## src/rtl/prdq_pkg.sv

```systemverilog
// ----------------------------------------------------------------------------
// prdq_pkg
// shared types and constants of the priority ready and delay queue
// ----------------------------------------------------------------------------
`default_nettype none

package prdq_pkg;

    // list geometry
    localparam int MaxTasks    = 16;
    localparam int MaxPriority = 8;
    localparam int IdxW        = $clog2(MaxTasks);
    localparam int CountW      = $clog2(MaxTasks + 1);

    // field widths
    localparam int IdW   = 8;
    localparam int PrioW = 4;
    localparam int TickW = 16;

    typedef enum logic [1:0] {
        MODE_ENQUEUE  = 2'd0,
        MODE_DISPATCH = 2'd1,
        MODE_RERUN    = 2'd2,
        MODE_NONE     = 2'd3
    } mode_t;

    typedef enum logic [2:0] {
        STAT_QUEUED      = 3'd0,
        STAT_DISPATCHED  = 3'd1,
        STAT_IDLE        = 3'd2,
        STAT_PRIO_REJECT = 3'd3,
        STAT_INVALID     = 3'd4,
        STAT_FULL        = 3'd5
    } status_t;

    typedef enum logic [2:0] {
        S_IDLE,
        S_DECODE,
        S_SCAN,
        S_INSERT,
        S_RESULT
    } state_t;

    // controller to datapath
    typedef struct packed {
        logic    load;       // capture the input item
        logic    pos_first;  // insert position is the head
        logic    pos_second; // start scan after the head
        logic    pos_inc;    // advance scan position
        logic    insert;     // shift and write the selected list
        logic    pop;        // pop ready head into running task
        logic    res_load;   // load output register
        status_t res_code;
    } prdq_cmd_t;

    // datapath to controller
    typedef struct packed {
        logic invalid;     // negative delay or meaningless mode
        logic is_dispatch;
        logic is_delay;    // item goes to the delay list
        logic ready_empty;
        logic prio_bad;
        logic full;        // selected list is full
        logic head_first;  // new entry becomes the head
        logic scan_more;   // entry at scan position stays ahead
        logic out_free;    // output register can take a result
    } prdq_stat_t;

endpackage

`default_nettype wire

```

## src/rtl/prdq_ctrl.sv

```systemverilog
// ----------------------------------------------------------------------------
// prdq_ctrl
// command sequencer: decode, position scan, insert and result hand-off
// ----------------------------------------------------------------------------
`default_nettype none

module prdq_ctrl
    import prdq_pkg::*;
(
    input  wire logic       aclk,
    input  wire logic       aresetn,
    input  wire logic       s_valid,
    output logic            s_ready,
    input  wire prdq_stat_t stat,
    output prdq_cmd_t       cmd,
    output state_t          state
);

    state_t  state_reg, state_next;
    status_t code_reg, code_next;

    always_ff @(posedge aclk) begin
        if (!aresetn) begin
            state_reg <= S_IDLE;
            code_reg  <= STAT_QUEUED;
        end else begin
            state_reg <= state_next;
            code_reg  <= code_next;
        end
    end

    // next state and result code
    always_comb begin
        state_next = state_reg;
        code_next  = code_reg;
        case (state_reg)
            S_IDLE: begin
                if (s_valid) begin
                    state_next = S_DECODE;
                end
            end
            S_DECODE: begin
                state_next = S_RESULT;
                if (stat.invalid) begin
                    code_next = STAT_INVALID;
                end else if (stat.is_dispatch) begin
                    code_next = stat.ready_empty ? STAT_IDLE : STAT_DISPATCHED;
                end else if (!stat.is_delay && stat.prio_bad) begin
                    code_next = STAT_PRIO_REJECT;
                end else if (stat.full) begin
                    code_next = STAT_FULL;
                end else if (stat.head_first) begin
                    state_next = S_INSERT;
                end else begin
                    state_next = S_SCAN;
                end
            end
            S_SCAN: begin
                if (!stat.scan_more) begin
                    state_next = S_INSERT;
                end
            end
            S_INSERT: begin
                code_next  = STAT_QUEUED;
                state_next = S_RESULT;
            end
            S_RESULT: begin
                if (stat.out_free) begin
                    state_next = S_IDLE;
                end
            end
            default: begin
                state_next = S_IDLE;
            end
        endcase
    end

    // command outputs
    always_comb begin
        cmd          = '0;
        cmd.res_code = code_reg;
        s_ready      = 1'b0;
        case (state_reg)
            S_IDLE: begin
                s_ready  = 1'b1;
                cmd.load = s_valid;
            end
            S_DECODE: begin
                if (!stat.invalid) begin
                    if (stat.is_dispatch) begin
                        cmd.pop = !stat.ready_empty;
                    end else if ((stat.is_delay || !stat.prio_bad) && !stat.full) begin
                        cmd.pos_first  = stat.head_first;
                        cmd.pos_second = !stat.head_first;
                    end
                end
            end
            S_SCAN: begin
                cmd.pos_inc = stat.scan_more;
            end
            S_INSERT: begin
                cmd.insert = 1'b1;
            end
            S_RESULT: begin
                cmd.res_load = stat.out_free;
            end
            default: begin
                cmd = '0;
            end
        endcase
    end

    assign state = state_reg;

endmodule

`default_nettype wire

```

## src/rtl/prdq_dp.sv

```systemverilog
// ----------------------------------------------------------------------------
// prdq_dp
// list storage, running task, scan compare and output register
// ----------------------------------------------------------------------------
`default_nettype none

module prdq_dp
    import prdq_pkg::*;
(
    input  wire logic             aclk,
    input  wire logic             aresetn,
    input  wire logic [1:0]       s_mode,
    input  wire logic [IdW-1:0]   s_task_id,
    input  wire logic [PrioW-1:0] s_task_priority,
    input  wire logic [TickW-1:0] s_delay_ticks,
    output logic                  m_valid,
    input  wire logic             m_ready,
    output logic [2:0]            m_status,
    output logic [IdW-1:0]        m_out_task_id,
    output logic [PrioW-1:0]      m_out_priority,
    input  wire prdq_cmd_t        cmd,
    output prdq_stat_t            stat
);

    // captured item
    logic [1:0]       mode_reg;
    logic [IdW-1:0]   id_reg;
    logic [PrioW-1:0] prio_reg;
    logic [TickW-1:0] ticks_reg;

    // ready list
    logic [IdW-1:0]   rdy_id_reg   [MaxTasks];
    logic [PrioW-1:0] rdy_prio_reg [MaxTasks];
    logic [CountW-1:0] rdy_cnt_reg;

    // delay list
    logic [IdW-1:0]     dly_id_reg   [MaxTasks];
    logic [PrioW-1:0]   dly_prio_reg [MaxTasks];
    logic [TickW-2:0]   dly_tick_reg [MaxTasks];
    logic [CountW-1:0]  dly_cnt_reg;

    logic [IdW-1:0]    run_id_reg;
    logic [PrioW-1:0]  run_prio_reg;
    logic [CountW-1:0] pos_reg;

    logic             m_valid_reg;
    logic [2:0]       m_status_reg;
    logic [IdW-1:0]   m_id_reg;
    logic [PrioW-1:0] m_prio_reg;

    logic              is_delay;
    logic [IdW-1:0]    key_id;
    logic [PrioW-1:0]  key_prio;
    logic [TickW-2:0]  key_tick;
    logic [CountW-1:0] cnt;
    logic [IdxW-1:0]   scan_idx;

    assign is_delay = (mode_reg == MODE_RERUN) && (ticks_reg != '0) && !ticks_reg[TickW-1];
    assign key_id   = (mode_reg == MODE_ENQUEUE) ? id_reg : run_id_reg;
    assign key_prio = (mode_reg == MODE_ENQUEUE) ? prio_reg : run_prio_reg;
    assign key_tick = ticks_reg[TickW-2:0];
    assign cnt      = is_delay ? dly_cnt_reg : rdy_cnt_reg;
    assign scan_idx = pos_reg[IdxW-1:0];

    always_comb begin
        stat             = '0;
        stat.invalid     = (mode_reg == MODE_NONE)
                        || ((mode_reg == MODE_RERUN) && ticks_reg[TickW-1]);
        stat.is_dispatch = (mode_reg == MODE_DISPATCH);
        stat.is_delay    = is_delay;
        stat.ready_empty = (rdy_cnt_reg == '0);
        stat.prio_bad    = (key_prio > PrioW'(MaxPriority));
        stat.full        = (cnt == CountW'(MaxTasks));
        if (is_delay) begin
            stat.head_first = (cnt == '0) || (dly_tick_reg[0] > key_tick);
            stat.scan_more  = (pos_reg < cnt) && (dly_tick_reg[scan_idx] < key_tick);
        end else begin
            stat.head_first = (cnt == '0) || (rdy_prio_reg[0] < key_prio);
            stat.scan_more  = (pos_reg < cnt) && (rdy_prio_reg[scan_idx] > key_prio);
        end
        stat.out_free    = !m_valid_reg || m_ready;
    end

    // item capture and scan position
    always_ff @(posedge aclk) begin
        if (cmd.load) begin
            mode_reg  <= s_mode;
            id_reg    <= s_task_id;
            prio_reg  <= s_task_priority;
            ticks_reg <= s_delay_ticks;
        end
        if (cmd.pos_first) begin
            pos_reg <= '0;
        end else if (cmd.pos_second) begin
            pos_reg <= CountW'(1);
        end else if (cmd.pos_inc) begin
            pos_reg <= pos_reg + CountW'(1);
        end
    end

    // list entries: each one takes its own neighbor or the new entry
    always_ff @(posedge aclk) begin
        for (int i = 0; i < MaxTasks; i++) begin
            if (cmd.insert && !is_delay) begin
                if (CountW'(i) == pos_reg) begin
                    rdy_id_reg[i]   <= key_id;
                    rdy_prio_reg[i] <= key_prio;
                end else if ((i > 0) && (CountW'(i) > pos_reg)) begin
                    rdy_id_reg[i]   <= rdy_id_reg[(i > 0) ? i - 1 : 0];
                    rdy_prio_reg[i] <= rdy_prio_reg[(i > 0) ? i - 1 : 0];
                end
            end else if (cmd.pop && (i < MaxTasks - 1)) begin
                rdy_id_reg[i]   <= rdy_id_reg[(i < MaxTasks - 1) ? i + 1 : i];
                rdy_prio_reg[i] <= rdy_prio_reg[(i < MaxTasks - 1) ? i + 1 : i];
            end
            if (cmd.insert && is_delay) begin
                if (CountW'(i) == pos_reg) begin
                    dly_id_reg[i]   <= key_id;
                    dly_prio_reg[i] <= key_prio;
                    dly_tick_reg[i] <= key_tick;
                end else if ((i > 0) && (CountW'(i) > pos_reg)) begin
                    dly_id_reg[i]   <= dly_id_reg[(i > 0) ? i - 1 : 0];
                    dly_prio_reg[i] <= dly_prio_reg[(i > 0) ? i - 1 : 0];
                    dly_tick_reg[i] <= dly_tick_reg[(i > 0) ? i - 1 : 0];
                end
            end
        end
    end

    // control state: counts, running task, output register
    always_ff @(posedge aclk) begin
        if (!aresetn) begin
            rdy_cnt_reg  <= '0;
            dly_cnt_reg  <= '0;
            run_id_reg   <= '0;
            run_prio_reg <= '0;
            m_valid_reg  <= 1'b0;
        end else begin
            if (cmd.insert && !is_delay) begin
                rdy_cnt_reg <= rdy_cnt_reg + CountW'(1);
            end else if (cmd.pop) begin
                rdy_cnt_reg <= rdy_cnt_reg - CountW'(1);
            end
            if (cmd.insert && is_delay) begin
                dly_cnt_reg <= dly_cnt_reg + CountW'(1);
            end
            if (cmd.pop) begin
                run_id_reg   <= rdy_id_reg[0];
                run_prio_reg <= rdy_prio_reg[0];
            end
            if (cmd.res_load) begin
                m_valid_reg <= 1'b1;
            end else if (m_ready) begin
                m_valid_reg <= 1'b0;
            end
        end
    end

    always_ff @(posedge aclk) begin
        if (cmd.res_load) begin
            m_status_reg <= cmd.res_code;
            if (cmd.res_code == STAT_DISPATCHED) begin
                m_id_reg   <= run_id_reg;
                m_prio_reg <= run_prio_reg;
            end else begin
                m_id_reg   <= '0;
                m_prio_reg <= '0;
            end
        end
    end

    assign m_valid        = m_valid_reg;
    assign m_status       = m_status_reg;
    assign m_out_task_id  = m_id_reg;
    assign m_out_priority = m_prio_reg;

endmodule

`default_nettype wire

```

## src/rtl/priority_ready_and_delay_queue.sv

```systemverilog
// ----------------------------------------------------------------------------
// priority_ready_and_delay_queue
// scheduler queues: priority-sorted ready list and delay-sorted wait list
// ----------------------------------------------------------------------------
// One item is one command and gives exactly one result item. Items are
// handled one at a time: after the accept the sequencer decodes the command.
// Dispatch, reject, full and invalid commands go straight to the result
// state, an insert at the head goes through the insert state, and any other
// insert first steps over the entries after the head that stay ahead of it
// while the sequencer scans the chosen list one entry per cycle (at most 14
// entries), then inserts. An earlier result still waiting in the output
// register holds the sequencer in the result state. The next item is accepted
// in the cycle after the result is loaded into the output register, even
// while that result still waits to be taken. Both lists hold up to 16 entries
// in flip-flops; an insert shifts the whole tail down at once, a dispatch
// shifts the whole ready list up at once.
// There is no clearing pass after reset: only entries below the counts are
// ever read.
`default_nettype none

module priority_ready_and_delay_queue
    import prdq_pkg::*;
(
    input  wire logic             aclk,
    input  wire logic             aresetn,
    // command items
    input  wire logic             s_valid,
    output logic                  s_ready,
    input  wire logic [1:0]       s_mode,
    input  wire logic [IdW-1:0]   s_task_id,
    input  wire logic [PrioW-1:0] s_task_priority,
    input  wire logic [TickW-1:0] s_delay_ticks,
    // result items
    output logic                  m_valid,
    input  wire logic             m_ready,
    output logic [2:0]            m_status,
    output logic [IdW-1:0]        m_out_task_id,
    output logic [PrioW-1:0]      m_out_priority
);

    prdq_cmd_t  cmd;
    prdq_stat_t stat;
    state_t     state;

    // sequencer: decode, scan, insert, hand result to the output register
    prdq_ctrl u_ctrl (
        .aclk    (aclk),
        .aresetn (aresetn),
        .s_valid (s_valid),
        .s_ready (s_ready),
        .stat    (stat),
        .cmd     (cmd),
        .state   (state)
    );

    // lists, running task and output register
    prdq_dp u_dp (
        .aclk            (aclk),
        .aresetn         (aresetn),
        .s_mode          (s_mode),
        .s_task_id       (s_task_id),
        .s_task_priority (s_task_priority),
        .s_delay_ticks   (s_delay_ticks),
        .m_valid         (m_valid),
        .m_ready         (m_ready),
        .m_status        (m_status),
        .m_out_task_id   (m_out_task_id),
        .m_out_priority  (m_out_priority),
        .cmd             (cmd),
        .stat            (stat)
    );

    // one item in flight: no accept right after an accept
    a_one_in_flight: assert property (@(posedge aclk) disable iff (!aresetn)
        (s_valid && s_ready) |=> !s_ready)
        else $error("item accepted while previous item in flight");

    // a result is loaded only at the end of an item
    a_load_in_result: assert property (@(posedge aclk) disable iff (!aresetn)
        cmd.res_load |-> (state == S_RESULT))
        else $error("result loaded outside result state");

    // a dispatched task always carries a legal priority
    a_disp_prio: assert property (@(posedge aclk) disable iff (!aresetn)
        (m_valid && (m_status == STAT_DISPATCHED)) |-> (m_out_priority <= PrioW'(MaxPriority)))
        else $error("dispatched priority out of range");

    // non-dispatch results carry zero id and priority
    a_zero_payload: assert property (@(posedge aclk) disable iff (!aresetn)
        (m_valid && (m_status != STAT_DISPATCHED))
            |-> ((m_out_task_id == '0) && (m_out_priority == '0)))
        else $error("non-dispatch result with task payload");

endmodule

`default_nettype wire

```

## config.mk

```make
export PLATFORM = sky130hd
export DESIGN_NAME = priority_ready_and_delay_queue
export DESIGN_NICKNAME = d
export VERILOG_FILES = /design/src/rtl/prdq_pkg.sv /design/src/rtl/prdq_ctrl.sv /design/src/rtl/prdq_dp.sv /design/src/rtl/priority_ready_and_delay_queue.sv
export SDC_FILE = /design/constraint.sdc
export NUM_CORES = 1
export LEC_CHECK = 0
export BUFFER_PORTS_ARGS = -buffer_cell sky130_fd_sc_hd__buf_2
export CORE_ASPECT_RATIO = 1.5
export CORE_MARGIN = 2
export CORE_UTILIZATION = 35
export CTS_CLUSTER_DIAMETER = 80
export DETAILED_ROUTE_END_ITERATION = 10
export PLACE_DENSITY_LB_ADDON = 0.08
export SETUP_SLACK_MARGIN = 0.02
export SLEW_MARGIN = 20
export SYNTH_ARGS = -nofsm -noshare
export SYNTH_HDL_FRONTEND = slang
export SYNTH_SLANG_ARGS = --single-unit
```

## constraint.sdc

```tcl
create_clock -name aclk -period 4.3 [get_ports aclk]
set_input_delay 0.215 -clock aclk [delete_from_list [all_inputs] [get_ports aclk]]
set_output_delay 0.215 -clock aclk [all_outputs]
set_load 0.01 [all_outputs]
```

# --- Word-level counts from Yosys, hierarchy flattened ---
# Memory sizes are Yosys's and may differ from the RTL's.
# Cells that the tools add are included.
word_totals:
  memories: 3
  wordCells: 468
  reg_bits: 79
  mem_bits_rw: 432
op_classes:
  n_reduce_logical: 35
  add_sub_neg: 4
  n_eq_ne: 28
  order_cmp: 21
  mux: 286
  bitwise_logic: 75
mem_list:
  columns: ["name", "depth", "word_bits", "rd", "rd_clocked_by_memory_dff", "write_ports", "line_no", "text"]
  rows:
  - ["u_dp.dly_tick_reg", 16, 15, 16, 0, 16, "prdq_dp.sv:39", "logic [TickW-2:0] dly_tick_reg [MaxTasks];"]
  - ["u_dp.rdy_id_reg", 16, 8, 16, 0, 16, "prdq_dp.sv:32", "logic [IdW-1:0] rdy_id_reg [MaxTasks];"]
  - ["u_dp.rdy_prio_reg", 16, 4, 17, 0, 16, "prdq_dp.sv:33", "logic [PrioW-1:0] rdy_prio_reg [MaxTasks];"]
ops:
  columns: ["op", "count"]
  rows:
  - ["two-way mux 8 bit", 31]
  - ["two-way mux 15 bit", 15]
  - ["two-way mux 1 bit", 186]
  - ["two-way mux 4 bit", 31]
  - ["OR 1 bit", 75]
  - ["== test 4 x 5 -> 1 bit (first input constant)", 8]
  - ["greater-than comparator 4 x 5 -> 1 bit (first input constant)", 8]
  - ["two-way mux 3 bit", 12]
  - ["== test 3 x 5 -> 1 bit (first input constant)", 4]
  - ["greater-than comparator 3 x 5 -> 1 bit (first input constant)", 4]
  - ["nonzero test 16 bit", 1]
  - ["adder 5 x 1 -> 5 bit (second input constant)", 3]
  - ["greater-than comparator 15 bit", 1]
  - ["zero test 5 bit", 3]
  - ["< comparator 15 bit", 1]
  - ["two-way mux 5 bit", 3]
  - ["one-hot mux 3 bit (5 select lines)", 1]
  - ["two-way mux 2 bit", 6]
  - ["== test 2 x 5 -> 1 bit (first input constant)", 2]
  - ["greater-than comparator 2 x 5 -> 1 bit (first input constant)", 2]
  - ["logical AND 1 bit", 9]
  - ["nonzero test 2 bit", 4]
  - ["zero test 1 bit", 7]
  - ["== test 3 x 1 -> 1 bit (second input constant)", 2]
  - ["other kinds (23)", 30]

# --- Logic depth before layout (Yosys ltp) ---
depth:
  word_depth: 13
  mapped_depth: 18

# --- Modules after synthesis ---
# A second synthesis with hierarchy kept.
unflattened:
  hier_cells: 2017
  hier_area_um2: 26340.3
by_module_without_submodules:
  columns: ["mod", "area_each_um2", "instances", "seq_area_each_um2", "cells_per_inst"]
  rows:
  - ["prdq_dp", 25858.6, 1, 14884.3, 1957]
  - ["prdq_ctrl", 481.7, 1, 120.1, 60]

# --- Least setup slack after synthesis ---
# No wires, ideal clock.
synth_path:
  kind: "register to register"
  start: "register u_dp.pos_reg[0]"
  end: "register u_dp.pos_reg[3]"
  arrival_time_ns: 3.811
  period_less_slack_ns: 3.880
  n_path_buf: 3
  path_stages_with_launch: 15
  slack_ns: 0.420
  setup_time_ns: 0.070
  cell_sequence: "dfxtp_1 buf_2 buf_2 buf_1 mux4_2 o22ai_1 a21oi_1 ha_1 a21o_1 a221oi_1 o21ai_0 a211oi_1 o211ai_2 or3_1 a21oi_1"
synth_between:
  elab_chain_len: 5
  elab_cells_between_ends: 10
  classes_between: "add/sub: 1; order compare: 3; mux: 2; reduce/logical: 2; memory: 2"
synth_lines:
  columns: ["element", "line_no", "text"]
  rows:
  - ["start: declaration", "prdq_dp.sv:44", "logic [CountW-1:0] pos_reg;"]
  - ["start signal: assignment", "prdq_dp.sv:95", "pos_reg <= CountW'(1);"]
  - ["start signal: assignment", "prdq_dp.sv:97", "pos_reg <= pos_reg + CountW'(1);"]
  - ["memory (16 x 15 bit) or memory (16 x 4 bit) (tied branches)", null, null]
  - ["< comparator 15 bit or greater-than comparator 4 bit (tied branches)", "prdq_dp.sv:76, prdq_dp.sv:79", null]
  - ["logical AND 1 bit (on tied branches)", "prdq_dp.sv:76, prdq_dp.sv:79", null]
  - ["two-way mux 2 bit", "prdq_dp.sv:74", "if (is_delay) begin"]
  - ["two-way mux 1 bit", "prdq_ctrl.sv:83", "case (state_reg)"]
# Several ways; a longest one is shown, not always the timed one.
# A chain may end at the register's enable or synchronous reset.

# --- Final worst setup path ---
layout_path:
  start: "register u_dp.pos_reg[0]"
  end: "register u_dp.pos_reg[0]"
layout_between:
  elab_chain_len: 6
  elab_cells_between_ends: 13
  classes_between: "add/sub: 1; order compare: 3; mux: 4; reduce/logical: 3; memory: 2"
layout_lines:
  columns: ["element", "line_no"]
  rows:
  - ["memory (16 x 15 bit) or memory (16 x 4 bit) (tied branches)", null]
  - ["< comparator 15 bit or greater-than comparator 4 bit (tied branches)", "prdq_dp.sv:76, prdq_dp.sv:79"]
  - ["logical AND 1 bit (on tied branches)", "prdq_dp.sv:76, prdq_dp.sv:79"]
  - ["two-way mux 2 bit", "prdq_dp.sv:74"]
  - ["two-way mux 1 bit", "prdq_ctrl.sv:83"]
  - ["nonzero test 2 bit (no line)", null]
# Several ways; a longest one is shown, not always the timed one. The select of a mux whose other input is x is not followed.

==> flow_metrics.tcl <==
set metrics [dict create \
    netlist_area_um2 26800 \
    drc 0 \
    die-area_um2 79000 \
    grt_overflow 0 \
    dpl_cell_area_um2 28600 \
    slew_viol_final 0 \
    gp_congestion 0.830 \
    max_freq_mhz 261 \
    power.leakage_uw 0.0103 \
    hold_viol_final 0 \
    ff2ff_setup_slack_ns 0.47 \
    critical_path.endpoint "u_dp.pos_reg[0]" \
    synth_area_leaders "edfxtp_1, mux2_2, mux2i_1, a21oi_1, mux4_2" \
    critical_path_arrival_ns 4.36 \
    crit_type "flop to flop" \
    nFillCells 7314 \
    drive_gt1_share_pct 23.6 \
    synthArstFlopShare_pct 0 \
    skew_ns 0.0339 \
    cts-resized-gates 0 \
    clock-sinks 511 \
    clock_path_buffers 3 \
    path_max_fanout 26 \
    status "finished, final reports clean" \
    yosysWarnings 0 \
    period_minus_slack_ns 3.83 \
    totalWireLength_mm 82.6 \
    grt_max_degree 110 \
    rsz0062_at_grt "no" \
    worstMarginPinSlew_ns 1.02 \
    crit_path_frequent_cell "buf_4" \
    setup_viol 0 \
    via_per_inst 5.40 \
    initial_core_util_pct 35.3 \
    ctsRootBufferMaster "clkbuf_16" \
    ir_worst_vdd_uv 294 \
    multi_input_area_um2 11100 \
    crit_required_ns 4.83 \
    rr_endpoint "u_dp.pos_reg[0]" \
    numCtsBuffers 56 \
    ant_nets 0 \
    tns_ns 0 \
    p_per_area_nw_per_um2 385 \
    yosys.area.top_type_share_pct 53.4 \
    io_pins 51 \
    worstReg2RegStart "u_dp.pos_reg[0]" \
    largest_reg_flops 240 \
    wl_per_cell_um 25.3 \
    post-route-period-util_pct 89.1 \
    start_kind "flop" \
    ys_ff_latch 511 \
    crit_path_cell_trace "buf_12 -> buf_4 -> mux2i_1 -> o221ai_1 -> o22ai_1 -> a21oi_1 -> ha_1 -> a21o_1 -> a211oi_1 -> o311ai_1 -> o2111ai_1 -> o211ai_2 -> buf_4 -> xnor2_1 -> a22o_1" \
    yosys_most_used_dff "edfxtp_1" \
    area_growth_pct 14.2 \
    crit_slowest_cell "dfxtp_4" \
    clock_latency_ns 0.64 \
    vias 17684 \
    final_common_cell "edfxtp_1" \
    die_height_um 343 \
    reg2reg_depth 15 \
    max_cap_viol_count 0 \
    nNetsFinal 2304 \
    drtIter0Drc 995 \
    syn_avg_cell_area_um2 12.5 \
    core_area_um2 76000 \
    ys_types 69 \
    min_path_type "input pin to flop" \
    dp_hpwl_mm 58.7 \
    ys_seq_area_share_pct 55.9 \
    critPathTopFamily "compound AO/OA/AOI/OAI gates" \
    cts_tree "done" \
    layout_common_cells "edfxtp_1, mux2i_1, mux2_2, a21oi_1, nor2_1" \
    crit_path_end_kind "flop" \
    num_rows 124 \
    port_buffers 50 \
    n_antenna_cell 0 \
    path_buf_inv 3 \
    maxSlewHeadroom_pct 32.1 \
    synth-edff-count 477 \
    fp.dieW_um 230 \
    clkTransAtPathRegs_ns 0.06 \
    final-seq-area_um2 15000 \
    slowest_delay_ns 0.56 \
    fin_area_um2 30600 \
    grt_pass1_vias 19304 \
    synth_top_area_cell "edfxtp_1" \
    synth_nets 2221 \
    synthCells 2139 \
    cp_num_cells 15 \
    antenna_found_initial 0 \
    htree_levels 2 \
    dr.pass1.iters 4 \
    grt_pass1_wl_mm 123 \
    startpoint "u_dp.pos_reg[0]" \
    grt.total_usage_pct 20.8 \
    utilization_pct 40.3 \
]
per-layer routing:
| metal | wire length (um) | GRT usage (%) | up-vias |
|---|---|---|---|
| li1 | - | - | 8213 |
| met1 | 29800 | 21.2 | 9048 |
| met2 | 47200 | 41.7 | 263 |
| met3 | 1660 | 2.16 | 160 |
| met4 | 4010 | 9.99 | 0 |
| met5 | 0 | 0 | - |
cell usage after synthesis, types with 5 or more instances:
cell type	n
edfxtp_1	477
mux2i_1	233
mux2_2	223
a21oi_1	222
nor2_1	217
nand2_1	125
clkbuf_1	90
o21ai_0	90
ha_1	47
mux4_2	40
buf_2	36
dfxtp_1	34
buf_1	30
and2_1	29
inv_1	28
o221ai_1	20
o22ai_1	18
a21boi_0	15
a21o_1	11
and3_1	11
nor2b_1	11
mux2_1	10
nand4_1	9
nand2b_1	8
nand3_1	8
nor3_1	8
xnor2_1	7
buf_4	6
o21a_1	6
o31ai_1	6
a211oi_1	5
worst reg2reg max path: cells and delay by family, from the launching register on:
kind,cells,cell delay [ns]
xor gates and xnor gates,1,0.13
muxes,1,0.21
DFF,1,0.56
AOI/OAI and AO/OA,9,1.81
adders and majority gates,1,0.23
buffers and inverters,3,0.77
repair_timing:
item,CTS,global route
hold buffers,32,0
setup endpoints to repair,0,2
setup buffers,0,1
hold endpoints to repair,33,0
where the power goes:
group | leakage, uW | internal (uW) | switching (uW)
Combinational | 0.00487 | 666 | 794
Clock | 0.000836 | 2620 | 2060
Sequential | 0.00462 | 5570 | 84.7
worst min-delay path by stage:
stage                            startpoint             endpoint  slack, ns  cells after the start
after floorplan                s_task_id[0]       u_dp.id_reg[0]       0.31                      0
after global placement    s_delay_ticks[15]   u_dp.ticks_reg[15]       0.39                      1
after detailed placement  s_delay_ticks[15]   u_dp.ticks_reg[15]       0.39                      1
after CTS                           aresetn  u_dp.rdy_cnt_reg[2]       0.03                      2
after global routing                aresetn  u_dp.rdy_cnt_reg[2]       0.08                      2
final                               aresetn  u_dp.rdy_cnt_reg[2]       0.06                      2
stage by stage:
step | power, uW | cells | hold WS [ns] | setup slack (ns)
floorplan | 6720 | 2139 | 0.314 | 0.420
global placement | 7180 | 3139 | 0.392 | 0.356
detailed placement | 7200 | 3139 | 0.394 | 0.326
CTS | 11900 | 3271 | 0.0328 | 0.314
global route | 12200 | 3272 | 0.0792 | 0.145
finish | 11800 | 3272 | 0.0610 | 0.470
kinds of logic after synthesis:
family          share of synthesized area (%)
simple gates                             7.76
xor+xnor                                0.294
mux                                      21.8
compound gates                           8.86
fa+ha+maj                                2.27
buf+inv                                  3.09
flops                                    55.9
final cells by class:
type / count / share of cell area, %
repair buffers: 191 / 4.80
well taps: 1008 / 4.12
clock buffers: 80 / 5.07
inverters: 29 / 0.355
flip-flops and latches: 511 / 49.0
multi-input cells: 1433 / 36.1
clock inverters: 20 / 0.506
Note: power is estimated with default switching activity, not from simulation.
